==> config.mk <==
export PLATFORM = sky130hd
export DESIGN_NAME = interrupt_level_controller_flat
export DESIGN_NICKNAME = d
export VERILOG_FILES = /design/src/design/ilc_pkg.sv /design/src/design/ilc_stream_if.sv /design/src/design/ilc_regfile.sv /design/src/design/interrupt_level_controller.sv /design/src/flat_wrapper.sv
export SDC_FILE = /design/constraint.sdc
export NUM_CORES = 1
export LEC_CHECK = 0
export ABC_AREA = 1
export BUFFER_PORTS_ARGS = -buffer_cell sky130_fd_sc_hd__buf_2
export CORE_MARGIN = 4
export CORE_UTILIZATION = 29
export DETAILED_ROUTE_END_ITERATION = 8
export GPL_TIMING_DRIVEN = 0
export PLACE_DENSITY = 0.93
export SYNTH_ARGS = -nofsm -noshare
export SYNTH_HDL_FRONTEND = slang
export SYNTH_SLANG_ARGS = --single-unit
==> constraint.sdc <==
create_clock -name clock -period 1.6 [get_ports clock]
set_input_delay 0.08 -clock clock [delete_from_list [all_inputs] [get_ports clock]]
set_output_delay 0.08 -clock clock [all_outputs]
set_load 0.05 [all_outputs]
==> src/design/ilc_pkg.sv <==
package ilc_pkg;

   // request operation codes
   typedef enum logic [1:0] {
      OP_READ  = 2'd0,
      OP_WRITE = 2'd1,
      OP_EVENT = 2'd2
   } ilc_op_type;

   // word numbers inside the 32-byte window
   localparam logic [2:0] WORD_STATUS = 3'd0;
   localparam logic [2:0] WORD_MASK   = 3'd1;
   localparam logic [2:0] WORD_LEVEL0 = 3'd4;
   localparam logic [2:0] WORD_LEVEL1 = 3'd5;
   localparam logic [2:0] WORD_LEVEL2 = 3'd6;
   localparam logic [2:0] WORD_LEVEL3 = 3'd7;

   // port numbers beyond the sources
   localparam logic [4:0] PORT_SPECIAL = 5'd16;
   localparam logic [4:0] PORT_RESET   = 5'd17;

   // priority numbers
   localparam logic [5:0] IP_CLEAR   = 6'd0;
   localparam logic [5:0] IP_BASE    = 6'd16;
   localparam logic [5:0] IP_SPECIAL = 6'd32;

   localparam logic [31:0] STATUS_RESET = 32'h0000_ffff;

   // configuration port
   localparam int CSR_ADDR_WIDTH = 2;
   localparam int CSR_DATA_WIDTH = 32;

   typedef struct packed {
      logic [1:0] opcode;
      logic [4:0] byte_offset;
      logic [7:0] write_byte;
      logic [4:0] port_id;
      logic       level_nonzero;
      logic       last_of_access;
   } ilc_req_type;

   typedef struct packed {
      logic [7:0] read_byte;
      logic       ip_valid;
      logic [5:0] irq_number;
      logic       access_done;
   } ilc_rsp_type;

   typedef struct packed {
      logic fire;
      logic big_endian_lanes;
   } ilc_ctrl_type;

endpackage

==> src/design/ilc_stream_if.sv <==
interface ilc_stream_if #(
   parameter type payload_type = logic
) ();
   logic        valid;
   logic        ready;
   payload_type payload;

   modport source (output valid, output payload, input ready);
   modport sink (input valid, input payload, output ready);
   modport monitor (input valid, input ready, input payload);
endinterface

==> src/design/ilc_regfile.sv <==
module ilc_regfile #(
   parameter int NUM_SOURCES = 16
) (
   input  logic                  clock,
   input  logic                  reset,
   input  ilc_pkg::ilc_ctrl_type ctrl,
   input  ilc_pkg::ilc_req_type  req,
   output ilc_pkg::ilc_rsp_type  rsp
);

   logic [31:0] status_ff, status_in;
   logic [31:0] mask_ff, mask_in;
   logic [31:0] level_ff [4];
   logic [31:0] level_in [4];

   logic [2:0]  word_sel;
   logic [1:0]  lane_sel;
   logic [31:0] cur_word;
   logic [31:0] new_word;
   logic        word_used;
   logic [3:0]  src;
   logic [2:0]  src_level;
   logic        src_in_range;
   logic        src_passes;

   assign word_sel = req.byte_offset[4:2];
   assign lane_sel = ctrl.big_endian_lanes ? ~req.byte_offset[1:0] : req.byte_offset[1:0];

   always_comb begin
      word_used = 1'b1;
      case (word_sel) inside
         ilc_pkg::WORD_STATUS: cur_word = status_ff;
         ilc_pkg::WORD_MASK:   cur_word = mask_ff;
         ilc_pkg::WORD_LEVEL0, ilc_pkg::WORD_LEVEL1,
         ilc_pkg::WORD_LEVEL2, ilc_pkg::WORD_LEVEL3: begin
            cur_word = level_ff[word_sel[1:0]];
         end
         default: begin
            cur_word  = '0;
            word_used = 1'b0;
         end
      endcase
   end

   // byte merge for writes
   always_comb begin
      new_word = cur_word;
      for (int i = 0; i < 4; i++) begin
         if (2'(i) == lane_sel) new_word[i*8 +: 8] = req.write_byte;
      end
   end

   assign src          = req.port_id[3:0];
   assign src_level    = level_ff[src[3:2]][{src[1:0], 3'b000} +: 3];
   assign src_in_range = 32'(req.port_id) < 32'(NUM_SOURCES);
   // level beats the whole mask word, compared unsigned
   assign src_passes   = (mask_ff[31:3] == '0) && (src_level > mask_ff[2:0]);

   always_comb begin
      status_in = status_ff;
      mask_in   = mask_ff;
      for (int i = 0; i < 4; i++) level_in[i] = level_ff[i];
      rsp       = '0;

      unique case (req.opcode)
         ilc_pkg::OP_READ: begin
            rsp.access_done = req.last_of_access;
            rsp.read_byte   = cur_word[{lane_sel, 3'b000} +: 8];
         end
         ilc_pkg::OP_WRITE: begin
            rsp.access_done = req.last_of_access;
            if (word_used) begin
               if (word_sel == ilc_pkg::WORD_STATUS) status_in = new_word;
               else if (word_sel == ilc_pkg::WORD_MASK) mask_in = new_word;
               else level_in[word_sel[1:0]] = new_word;
            end
         end
         ilc_pkg::OP_EVENT: begin
            if (!req.level_nonzero) begin
               rsp.ip_valid   = 1'b1;
               rsp.irq_number = ilc_pkg::IP_CLEAR;
            end else if (src_in_range) begin
               status_in = status_ff & ~(32'd1 << src);
               if (src_passes) begin
                  rsp.ip_valid   = 1'b1;
                  rsp.irq_number = ilc_pkg::IP_BASE + 6'(src);
               end
            end else if (req.port_id == ilc_pkg::PORT_SPECIAL) begin
               rsp.ip_valid   = 1'b1;
               rsp.irq_number = ilc_pkg::IP_SPECIAL;
            end else if (req.port_id == ilc_pkg::PORT_RESET) begin
               status_in = ilc_pkg::STATUS_RESET;
               mask_in   = '0;
               for (int i = 0; i < 4; i++) level_in[i] = '0;
            end
         end
         default: begin
         end
      endcase
   end

   always_ff @(posedge clock) begin
      if (reset) begin
         status_ff <= ilc_pkg::STATUS_RESET;
         mask_ff   <= '0;
         for (int i = 0; i < 4; i++) level_ff[i] <= '0;
      end else if (ctrl.fire) begin
         status_ff <= status_in;
         mask_ff   <= mask_in;
         for (int i = 0; i < 4; i++) level_ff[i] <= level_in[i];
      end
   end

endmodule

==> src/design/interrupt_level_controller.sv <==
// interrupt level controller, sixteen sources behind a 32-byte register window
// req_if carries one request per transfer: a byte read, a byte write or an
// interrupt port event; rsp_if returns exactly one response per request, in
// request order (read byte, priority output, access done echo)
// a request is taken into an input register, evaluated against the register
// state in one pass and the response lands in an output register
// throughput is one request per cycle while the receiver takes responses;
// the state update of a request is seen by the very next one
// when the receiver stalls, the output register holds its response and the
// input register keeps taking one more request, after which req_if.ready drops
// the csr_ port is APB style with one register, big_endian_lanes at address 0;
// write it only while no request is in flight
// reset clears both pipeline registers and restores the status word
// (0x0000ffff), mask and level words (zero) and big_endian_lanes (one)
module interrupt_level_controller #(
   parameter int NUM_SOURCES = 16
) (
   input  logic                                  clock,
   input  logic                                  reset,
   ilc_stream_if.sink                            req_if,
   ilc_stream_if.source                          rsp_if,
   input  logic                                  csr_psel,
   input  logic                                  csr_penable,
   input  logic                                  csr_pwrite,
   input  logic [ilc_pkg::CSR_ADDR_WIDTH-1:0]    csr_paddr,
   input  logic [ilc_pkg::CSR_DATA_WIDTH-1:0]    csr_pwdata,
   output logic [ilc_pkg::CSR_DATA_WIDTH-1:0]    csr_prdata,
   output logic                                  csr_pready
);

   // input register
   logic                 req_valid_ff, req_valid_in;
   ilc_pkg::ilc_req_type req_ff;

   // output register
   logic                 rsp_valid_ff, rsp_valid_in;
   ilc_pkg::ilc_rsp_type rsp_ff;
   ilc_pkg::ilc_rsp_type rsp_next;

   // lane order register
   logic                 big_endian_ff, big_endian_in;

   logic                 out_free;
   logic                 advance;
   logic                 req_take;
   logic                 csr_write;
   ilc_pkg::ilc_ctrl_type ctrl;

   // output slot frees when empty or being drained this cycle
   assign out_free  = !rsp_valid_ff || rsp_if.ready;
   assign advance   = req_valid_ff && out_free;
   assign req_if.ready = !req_valid_ff || out_free;
   assign req_take  = req_if.valid && req_if.ready;

   always_comb begin
      req_valid_in = req_valid_ff;
      if (req_take) req_valid_in = 1'b1;
      else if (advance) req_valid_in = 1'b0;
   end

   always_comb begin
      rsp_valid_in = rsp_valid_ff;
      if (advance) rsp_valid_in = 1'b1;
      else if (rsp_if.ready) rsp_valid_in = 1'b0;
   end

   // register state only moves when a request passes into the output slot
   assign ctrl.fire             = advance;
   assign ctrl.big_endian_lanes = big_endian_ff;

   ilc_regfile #(
      .NUM_SOURCES(NUM_SOURCES)
   ) u_regfile (
      .clock (clock),
      .reset (reset),
      .ctrl  (ctrl),
      .req   (req_ff),
      .rsp   (rsp_next)
   );

   assign rsp_if.valid   = rsp_valid_ff;
   assign rsp_if.payload = rsp_ff;

   // config port, the lane order register sits at byte address 0
   assign csr_pready = 1'b1;
   assign csr_write  = csr_psel && csr_penable && csr_pwrite && csr_pready;
   assign csr_prdata = {{(ilc_pkg::CSR_DATA_WIDTH-1){1'b0}}, big_endian_ff};

   always_comb begin
      big_endian_in = big_endian_ff;
      if (csr_write && csr_paddr == '0) big_endian_in = csr_pwdata[0];
   end

   always_ff @(posedge clock) begin
      if (reset) begin
         req_valid_ff  <= 1'b0;
         rsp_valid_ff  <= 1'b0;
         big_endian_ff <= 1'b1;
      end else begin
         req_valid_ff  <= req_valid_in;
         rsp_valid_ff  <= rsp_valid_in;
         big_endian_ff <= big_endian_in;
      end
   end

   // payload registers
   always_ff @(posedge clock) begin
      if (req_take) req_ff <= req_if.payload;
      if (advance) rsp_ff <= rsp_next;
   end

endmodule

==> src/flat_wrapper.sv <==
// flat-port wrapper written by rule: the top's interface ports become plain ports
module interrupt_level_controller_flat 
#(
   parameter int NUM_SOURCES = 16
)
  (clock, reset, csr_psel, csr_penable, csr_pwrite, csr_paddr, csr_pwdata, csr_prdata, csr_pready, req_if_valid, req_if_payload, req_if_ready, rsp_if_valid, rsp_if_payload, rsp_if_ready);
  ilc_stream_if req_if_i ();
  ilc_stream_if rsp_if_i ();
  input  logic clock;
  input  logic reset;
  input  logic csr_psel;
  input  logic csr_penable;
  input  logic csr_pwrite;
  input  logic [ilc_pkg::CSR_ADDR_WIDTH-1:0] csr_paddr;
  input  logic [ilc_pkg::CSR_DATA_WIDTH-1:0] csr_pwdata;
  output logic [ilc_pkg::CSR_DATA_WIDTH-1:0] csr_prdata;
  output logic csr_pready;
  input wire logic [$bits(req_if_i.valid)-1:0] req_if_valid;
  input wire logic [$bits(req_if_i.payload)-1:0] req_if_payload;
  output wire logic [$bits(req_if_i.ready)-1:0] req_if_ready;
  output wire logic [$bits(rsp_if_i.valid)-1:0] rsp_if_valid;
  output wire logic [$bits(rsp_if_i.payload)-1:0] rsp_if_payload;
  input wire logic [$bits(rsp_if_i.ready)-1:0] rsp_if_ready;
  assign req_if_i.valid = req_if_valid;
  assign req_if_i.payload = req_if_payload;
  assign req_if_ready = req_if_i.ready;
  assign rsp_if_valid = rsp_if_i.valid;
  assign rsp_if_payload = rsp_if_i.payload;
  assign rsp_if_i.ready = rsp_if_ready;
  interrupt_level_controller #(.NUM_SOURCES(NUM_SOURCES)) u_core (.clock(clock), .reset(reset), .req_if(req_if_i), .rsp_if(rsp_if_i), .csr_psel(csr_psel), .csr_penable(csr_penable), .csr_pwrite(csr_pwrite), .csr_paddr(csr_paddr), .csr_pwdata(csr_pwdata), .csr_prdata(csr_prdata), .csr_pready(csr_pready));
endmodule
# Word-level counts from Yosys, hierarchy flattened
# Index checks and enable logic that the tools add are counted.
# W data, S select, Z words.
dict set report classes {
  n_lt_le_gt_ge 0
  n_addsub 0
  reduce_logical 12
  bitwise_logic 0
  mux 4
  shift 0
  n_mul 0
  n_eq_ne 0
  div 0
}
# op count
set ops {}
lappend ops {{$logic_and A1 B1 Y1} 5}
lappend ops {{$mux W1} 4}
lappend ops {{$reduce_bool A2 Y1} 2}
lappend ops {{$logic_not A1 Y1} 2}
lappend ops {{$logic_not A2 Y1} 1}
lappend ops {{$logic_or A1 B1 Y1} 2}
dict set report totals {
  latchBits 0
  output_inout_bits 36
  mem_bits_ro 0
  mem_count 0
  ramBits 0
  regBits 5
  elab_cells 21
  in_bits 42
}

# Longest topological paths before layout
# Gate-level depths: netlist (run 1).
dict set report depth {
  ltp_word 5
  mapped_depth 5
  depth_no_buf 5
}

# By module
# From an unflattened synthesis (run 1), not the netlist that was laid out.
dict set report unflattened {
  hier_cells 1894
  area_unflattened_um2 12702.2
}
# mod n_inst area_per_inst_um2 cells_per_inst seq_area_each_um2
set modules_own_cells {}
lappend modules_own_cells {ilc_regfile 1 12238.0 1836 5124.9}
lappend modules_own_cells {interrupt_level_controller 1 464.2 58 120.1}

# Least setup slack after synthesis (run 1)
# OpenSTA, ideal clock, no wires.
dict set report synth_timing {
  kind {register to register}
  from {reg u_core.rsp_valid_ff (netlist: u_core.rsp_if.valid)}
  to {reg u_core.req_ff[0] (netlist bit) (enable)}
  setup_time_ps 241
  stages_incl_launch_ff 4
  period_less_slack_ps 1507
  t_required_ps 1359
  setup_slack_ps 93
  arrival_time_ps 1266
  path_buffers 0
  path_cell_list {dfxtp_1 > nand3_2 > nand2_2 > inv_1}
}
dict set report synth_between {
  elab_chain_cells 4
}
# item line
set synth_rtl {}
lappend synth_rtl {{start, declared} interrupt_level_controller.sv:36} ;# logic rsp_valid_ff, rsp_valid_in;
lappend synth_rtl {{start signal, assigned} interrupt_level_controller.sv:101} ;# rsp_valid_ff <= rsp_valid_in;
lappend synth_rtl {{$logic_not A1 Y1} interrupt_level_controller.sv:50} ;# assign out_free = !rsp_valid_ff || rsp_if.ready;
lappend synth_rtl {{$logic_or A1 B1 Y1} interrupt_level_controller.sv:50}
lappend synth_rtl {{$logic_or A1 B1 Y1} interrupt_level_controller.sv:52} ;# assign req_if.ready = !req_valid_ff || out_free;
lappend synth_rtl {{via req_if_ready} flat_wrapper.sv:20} ;# output wire logic [$bits(req_if_i.ready)-1:0] req_if_ready;
lappend synth_rtl {{$logic_and A1 B1 Y1} interrupt_level_controller.sv:53} ;# assign req_take = req_if.valid && req_if.ready;
lappend synth_rtl {{via u_core.req_take} interrupt_level_controller.sv:45} ;# logic req_take;
lappend synth_rtl {{end signal, assigned} interrupt_level_controller.sv:108} ;# if (req_take) req_ff <= req_if.payload;
lappend synth_rtl {{end, declared} interrupt_level_controller.sv:33} ;# ilc_pkg::ilc_req_type req_ff;
# The timed path passes the listed nets, and every way through them passes these cells.
# A chain may end at the register's enable or synchronous reset.

# Worst setup path after layout (run 1)
dict set report layout_timing {
  from {reg u_core.rsp_valid_ff (netlist: u_core.rsp_if.valid)}
  to {out req_if_ready}
}
dict set report layout_between {
  elab_chain_cells 3
}
# item line
set layout_rtl {}
lappend layout_rtl {{$logic_not A1 Y1} interrupt_level_controller.sv:50}
lappend layout_rtl {{$logic_or A1 B1 Y1} interrupt_level_controller.sv:50}
lappend layout_rtl {{$logic_or A1 B1 Y1} interrupt_level_controller.sv:52}
lappend layout_rtl {{end, declared} flat_wrapper.sv:20}
# No other way between the ends.

==> flow_summary.json, run 1 <==
{
  "crit_path_start_kind": "flip-flop",
  "setup_viol": 0,
  "routabilityCongestion": 0.4919,
  "drive_above_1_share": 0.5189,
  "critPathRequiredTime_ns": 1.52,
  "avgSynthCellArea_um2": 8.003,
  "finalCritPeriodShare": 0.6615,
  "hold_path_startpoint": "req_if_payload",
  "clkSlewWorstSetupHoldPaths_ns": 0.04,
  "syn_to_final_growth_pct": 49.33,
  "fin_setup_tns_ns": 0,
  "die_x_um": 48.01,
  "vias_per_cell": 3.139,
  "cts-resized-gates": 0,
  "core_area_um2": 1506,
  "rows": 14,
  "clk_latency_ns": 0.24,
  "endpoint_kind": "output port",
  "outcome": "finished, final reports clean",
  "rsz0062_at_grt": "no",
  "wl_met2_um": 533,
  "grt_pass1_wl_um": 986,
  "cp-startpoint": "u_core.rsp_if.valid$_SDFFE_PP0P_",
  "track_usage": 0.06868,
  "yosys_warnings": 0,
  "dieArea_um2": 2305,
  "fin_util": 0.4601,
  "synth.distinct_cells": 14,
  "antenna_found_initial": 0,
  "first_pass_iters": 1,
  "worst_slack_ns": 0.5416,
  "wl_um": 849,
  "yosys_register_bits": 5,
  "maxUsedRoutingLayer": "met3",
  "hold_class": "in2reg",
  "pre_cts_ws_ns": 0.7282,
  "cts_buffers": 3,
  "wl_met3_um": 117,
  "grt_pass1_vias": 316,
  "r2r_start": "u_core.rsp_if.valid$_SDFFE_PP0P_",
  "cts_root_buffer": "clkbuf_4",
  "fillers": 144,
  "numClockSinks": 5,
  "die_h_um": 48.01,
  "clock_skew_ns": 0.0009890,
  "vias": 383,
  "wl_per_cell_um": 6.959,
  "drt_iter0_markers": 0,
  "criticalPathCategory": "reg2out",
  "maxSlewViolCount": 0,
  "ctsHoldBuffers": 0,
  "htreeDepth": 1,
  "power_density_nw_per_um2": 802.3,
  "clockBufferDepth": 2,
  "max-cap-violations": 0,
  "fin_crit_ns": 1.058,
  "crit_arrival_ns": 0.98,
  "grt_overflow": 0,
  "antenna_cells": 0,
  "drc_errors": 0,
  "io_pins": 78,
  "m1WireLength_um": 198,
  "hold_viol": 0,
  "cp_num_buf_inv": 1,
  "fmax_mhz": 944.8,
  "cpMaxStageDelayCell": "dfxtp_1",
  "worst_ir_drop_vdd_mv": 0.2551,
  "cts_setup_buffers": 0,
  "ant_nets": 0,
  "grt_max_degree": 5,
  "crit_chain": "nand3_2 > buf_2",
  "synth.yosys.seq_area_share": 0.2588,
  "cts_tree": "done",
  "worst-path-max-fanout": 4,
  "slowest_delay_ns": 0.38,
  "synthesis.area_um2": 464.2,
  "netlist_instances": 58,
  "critical-path-top-delay-family": "flip-flops",
  "p_leak_nw": 0.4413,
  "start_util": 0.3081,
  "io_buffers": 14,
  "fin_nets": 149
}
==> state kept, by name (all words and copies together) (netlist names) <==
register               flops
u_core.big_endian_ff       1
u_core.req_ff              1
u_core.req_valid_ff        1
u_core.rsp_if.payload      1
u_core.rsp_if.valid        1
==> where the power goes <==
| group | internal [W] | switching (W) | total [W] |
|---|---|---|---|
| registers | 0.000140 | 0.00000341 | 0.000143 |
| logic | 0.0000702 | 0.000201 | 0.000271 |
| clock network | 0.0000940 | 0.0000476 | 0.000142 |
| total | 0.000304 | 0.000252 | 0.000556 |
==> path summary, 6_finish.rpt <==
kind	end	slack (ns)	cells after the start
setup / recovery	req_if_ready	0.54	2
hold / removal	u_core.req_ff[0]$_DFFE_PP_	0.02	1
setup reg to reg	u_core.req_ff[0]$_DFFE_PP_	0.73	3
hold reg to reg	u_core.rsp_if.payload$_DFFE_PP_	0.42	0
==> metal layers <==
layer	global-route usage	vias up
met2	0.1372	26
met5	0	-
met4	0.06452	0
met1	0.03084	150
met3	0.04887	0
li1	-	207
==> cells by family (layout without fill, tap and decap cells) <==
family	count (synthesis)	count (layout)	synth area share
AO/OA/AOI/OAI	3	3	0.04044
flip-flops	5	5	0.2588
other	2	32	0.01618
AND/OR/NAND/NOR	10	10	0.1105
buffers and inverters	38	56	0.5741
==> through the flow <==
step                power [W]  hold WS (ns)  area (um^2)  cells
floorplan           0.0003938        0.1424        576.8     88
global placement    0.0004102        0.2588        666.9    118
detailed placement  0.0004127        0.2597        666.9    118
CTS                 0.0005605      0.006554        693.2    122
global route        0.0005908      0.004205        693.2    122
finish              0.0005561       0.01909        693.2    122
==> area by class of cell <==
class	count	area (um^2)	area share
sequential	5	120.1	0.1733
inverter	5	18.77	0.02708
multi-input combinational	45	190.2	0.2744
tap	16	20.02	0.02888
clock buffer	4	26.28	0.03791
timing repair buffer	14	70.07	0.1011
buffer	33	247.7	0.3574
==> placed cells by master, fill, tap and decap left out <==
master and count:
nor2_2 1, nand2_1 4, nand3_2 1, dfxtp_1 3
buf_2 14, edfxtp_1 2, a21oi_2 1, inv_1 4
buf_4 33, nand2_2 1, conb_1 32, inv_2 1
a21oi_1 2, nand3_1 2, clkbuf_1 1, clkbuf_4 3
nor2_1 1
==> cell usage after synthesis <==
| cell | instances | area [um^2] |
|---|---|---|
| buf_4 | 33 | 247.7 |
| inv_1 | 4 | 15.01 |
| nand2_1 | 4 | 15.01 |
| dfxtp_1 | 3 | 60.06 |
| a21oi_1 | 2 | 10.01 |
| conb_1 | 2 | 7.510 |
| edfxtp_1 | 2 | 60.06 |
| nand3_1 | 2 | 10.01 |
| a21oi_2 | 1 | 8.760 |
| inv_2 | 1 | 3.750 |
| nand2_2 | 1 | 6.260 |
| nand3_2 | 1 | 10.01 |
| nor2_1 | 1 | 3.750 |
| nor2_2 | 1 | 6.260 |
(Power assumes the default switching activity.)
==> run 2, diff against run 1 <==
CORE_UTILIZATION = 24   (was 29)
PLACE_DENSITY = 0.84   (was 0.93)
clock period = 0.9 ns   (was 1.6 ns; I/O delays follow)
==> flow_summary.json, run 2 (synthesized netlist as in run 1, its figures left out) <==
{
  "r2r_cells": 3,
  "clk_latency_ns": 0.24,
  "start_util": 0.2604,
  "numClockSinks": 5,
  "rsz0062_at_grt": "yes",
  "io_pins": 78,
  "setup_viol": 0,
  "power_density_nw_per_um2": 1319,
  "routabilityCongestion": 0.6325,
  "hold_class": "in2reg",
  "drt_iter0_markers": 1,
  "fin_setup_tns_ns": 0,
  "max-cap-violations": 0,
  "cpMaxStageDelayCell": "dfxtp_4",
  "worst-path-max-fanout": 4,
  "maxSlewViolCount": 0,
  "outcome": "finished, final reports clean",
  "mostFrequentLayoutCell": "buf_4",
  "grt_pass1_vias": 353,
  "htreeDepth": 1,
  "grt_max_degree": 5,
  "rows": 15,
  "r2r-end": "u_core.req_ff[0]$_DFFE_PP_",
  "hold_viol": 0,
  "ant_nets": 0,
  "fillers": 187,
  "cp_num_buf_inv": 1,
  "fin_nets": 152,
  "most-common-layout-cells": "35 x buf_4, 32 x conb_1, 11 x buf_2, 4 x inv_1, 4 x nand2_1",
  "finalPower_w": 0.001008,
  "wl_per_cell_um": 7.097,
  "regArea_um2": 126.4,
  "clockBufferDepth": 2,
  "cts_root_buffer": "clkbuf_4",
  "crit_path_start_kind": "flip-flop",
  "hold_path_startpoint": "csr_pwdata[0]",
  "r2r_start": "u_core.rsp_if.valid$_SDFFE_PP0P_",
  "dp_hpwl_um": 859.6,
  "crit_chain": "nand3_4 > buf_8",
  "first_pass_iters": 2,
  "antenna_found_initial": 0,
  "rrSetupSlack_ns": 0.06,
  "path_depth": 2,
  "core_area_um2": 1783,
  "drive_above_1_share": 0.5413,
  "track_usage": 0.06798,
  "clock_skew_ns": 0.003529,
  "clkSlewWorstSetupHoldPaths_ns": 0.05,
  "worst_ir_drop_vdd_mv": 0.4515,
  "grt_overflow": 0,
  "dieArea_um2": 2702,
  "hold_end": "u_core.big_endian_ff$_SDFFE_PP1P_",
  "vias": 385,
  "endpoint_kind": "output port",
  "multi_input_area_um2": 197.7,
  "crit_arrival_ns": 0.84,
  "antenna_cells": 0,
  "criticalPathCategory": "reg2out",
  "fmax_mhz": 1132,
  "vias_per_cell": 2.873,
  "drc_errors": 0,
  "grt_pass1_wl_um": 1290,
  "wl_um": 951,
  "syn_to_final_growth_pct": 64.69,
  "finalCritPeriodShare": 0.9818,
  "slowest_delay_ns": 0.36,
  "cts_buffers": 3,
  "cts_tree": "done",
  "fin_crit_ns": 0.8837,
  "io_buffers": 14,
  "die_h_um": 51.98,
  "critPathRequiredTime_ns": 0.85,
  "p_leak_nw": 0.4636,
  "critical-path-top-delay-family": "flip-flops",
  "die_x_um": 51.98,
  "whs_path_depth": 3
}
run 2: changes by cell type in the layout (fill, tap and decap cells not counted), sizes merged:
cell,change
buf,+1
dlygate4sd3,+2
run 2: layout make-up:
class / count / area share
well taps: 25 / 0.04092
clock buffers: 4 / 0.03437
multi-input cells: 45 / 0.2586
repair buffers: 17 / 0.1522
flip-flops and latches: 5 / 0.1653
inverters: 5 / 0.02455
plain buffers: 33 / 0.3241
run 2: metrics by stage:
step	cells	worst slack [ns]	instance area, um^2	hold WS, ns	util
6_report	134	0.01635	764.5	0.06047	0.4288
5_1_grt	134	-0.02157	764.5	0.06810	0.4288
4_1_cts	133	-0.006643	748.2	0.06238	0.4196
3_5_place_dp	127	0.03047	689.4	0.2370	0.3867
3_3_place_gp	127	0.06953	689.4	0.2248	0.3867
2_1_floorplan	88	-0.1571	588.1	0.1044	-
run 2: worst max-delay path by stage:
stage | from | to | slack [ns]
global placement | u_core.req_valid_ff$_SDFFE_PP0P_ | u_core.rsp_if.payload$_DFFE_PP_ | 0.07
CTS | u_core.rsp_if.valid$_SDFFE_PP0P_ | req_if_ready | -0.007
floorplan | u_core.rsp_if.valid$_SDFFE_PP0P_ | u_core.req_ff[0]$_DFFE_PP_ | -0.16
global route | u_core.rsp_if.valid$_SDFFE_PP0P_ | req_if_ready | -0.02
finish | u_core.rsp_if.valid$_SDFFE_PP0P_ | req_if_ready | 0.02
detailed placement | u_core.req_valid_ff$_SDFFE_PP0P_ | u_core.rsp_if.payload$_DFFE_PP_ | 0.03
run 2: where the power goes:
part	switching (W)	internal [W]
clock	0.0000880	0.000167
sequential	0.00000765	0.000248
combinational	0.000361	0.000136
run 2: repair_timing:
action | 4_1_cts | 5_1_grt
pin swaps | 0 | 1
buffers inserted | 0 | 1
hold buffers | 2 | 0
endpoints found under the setup margin | 3 | 2
endpoints found under the hold margin | 3 | 0
resized for setup | 5 | 3
run 2: routing by layer:
layer | wire, um | track usage | up-vias
met5 | 0 | 0 | -
met4 | 22 | 0.07860 | 0
met3 | 73 | 0.01146 | 2
met2 | 648 | 0.1423 | 17
met1 | 207 | 0.04145 | 155
li1 | - | - | 211
run 2: worst reg2reg max path: stages, from the launching register on:
cell	delay, ns
dfxtp_4	0.35
nand3_4	0.08
nand2_2	0.06
inv_1	0.06
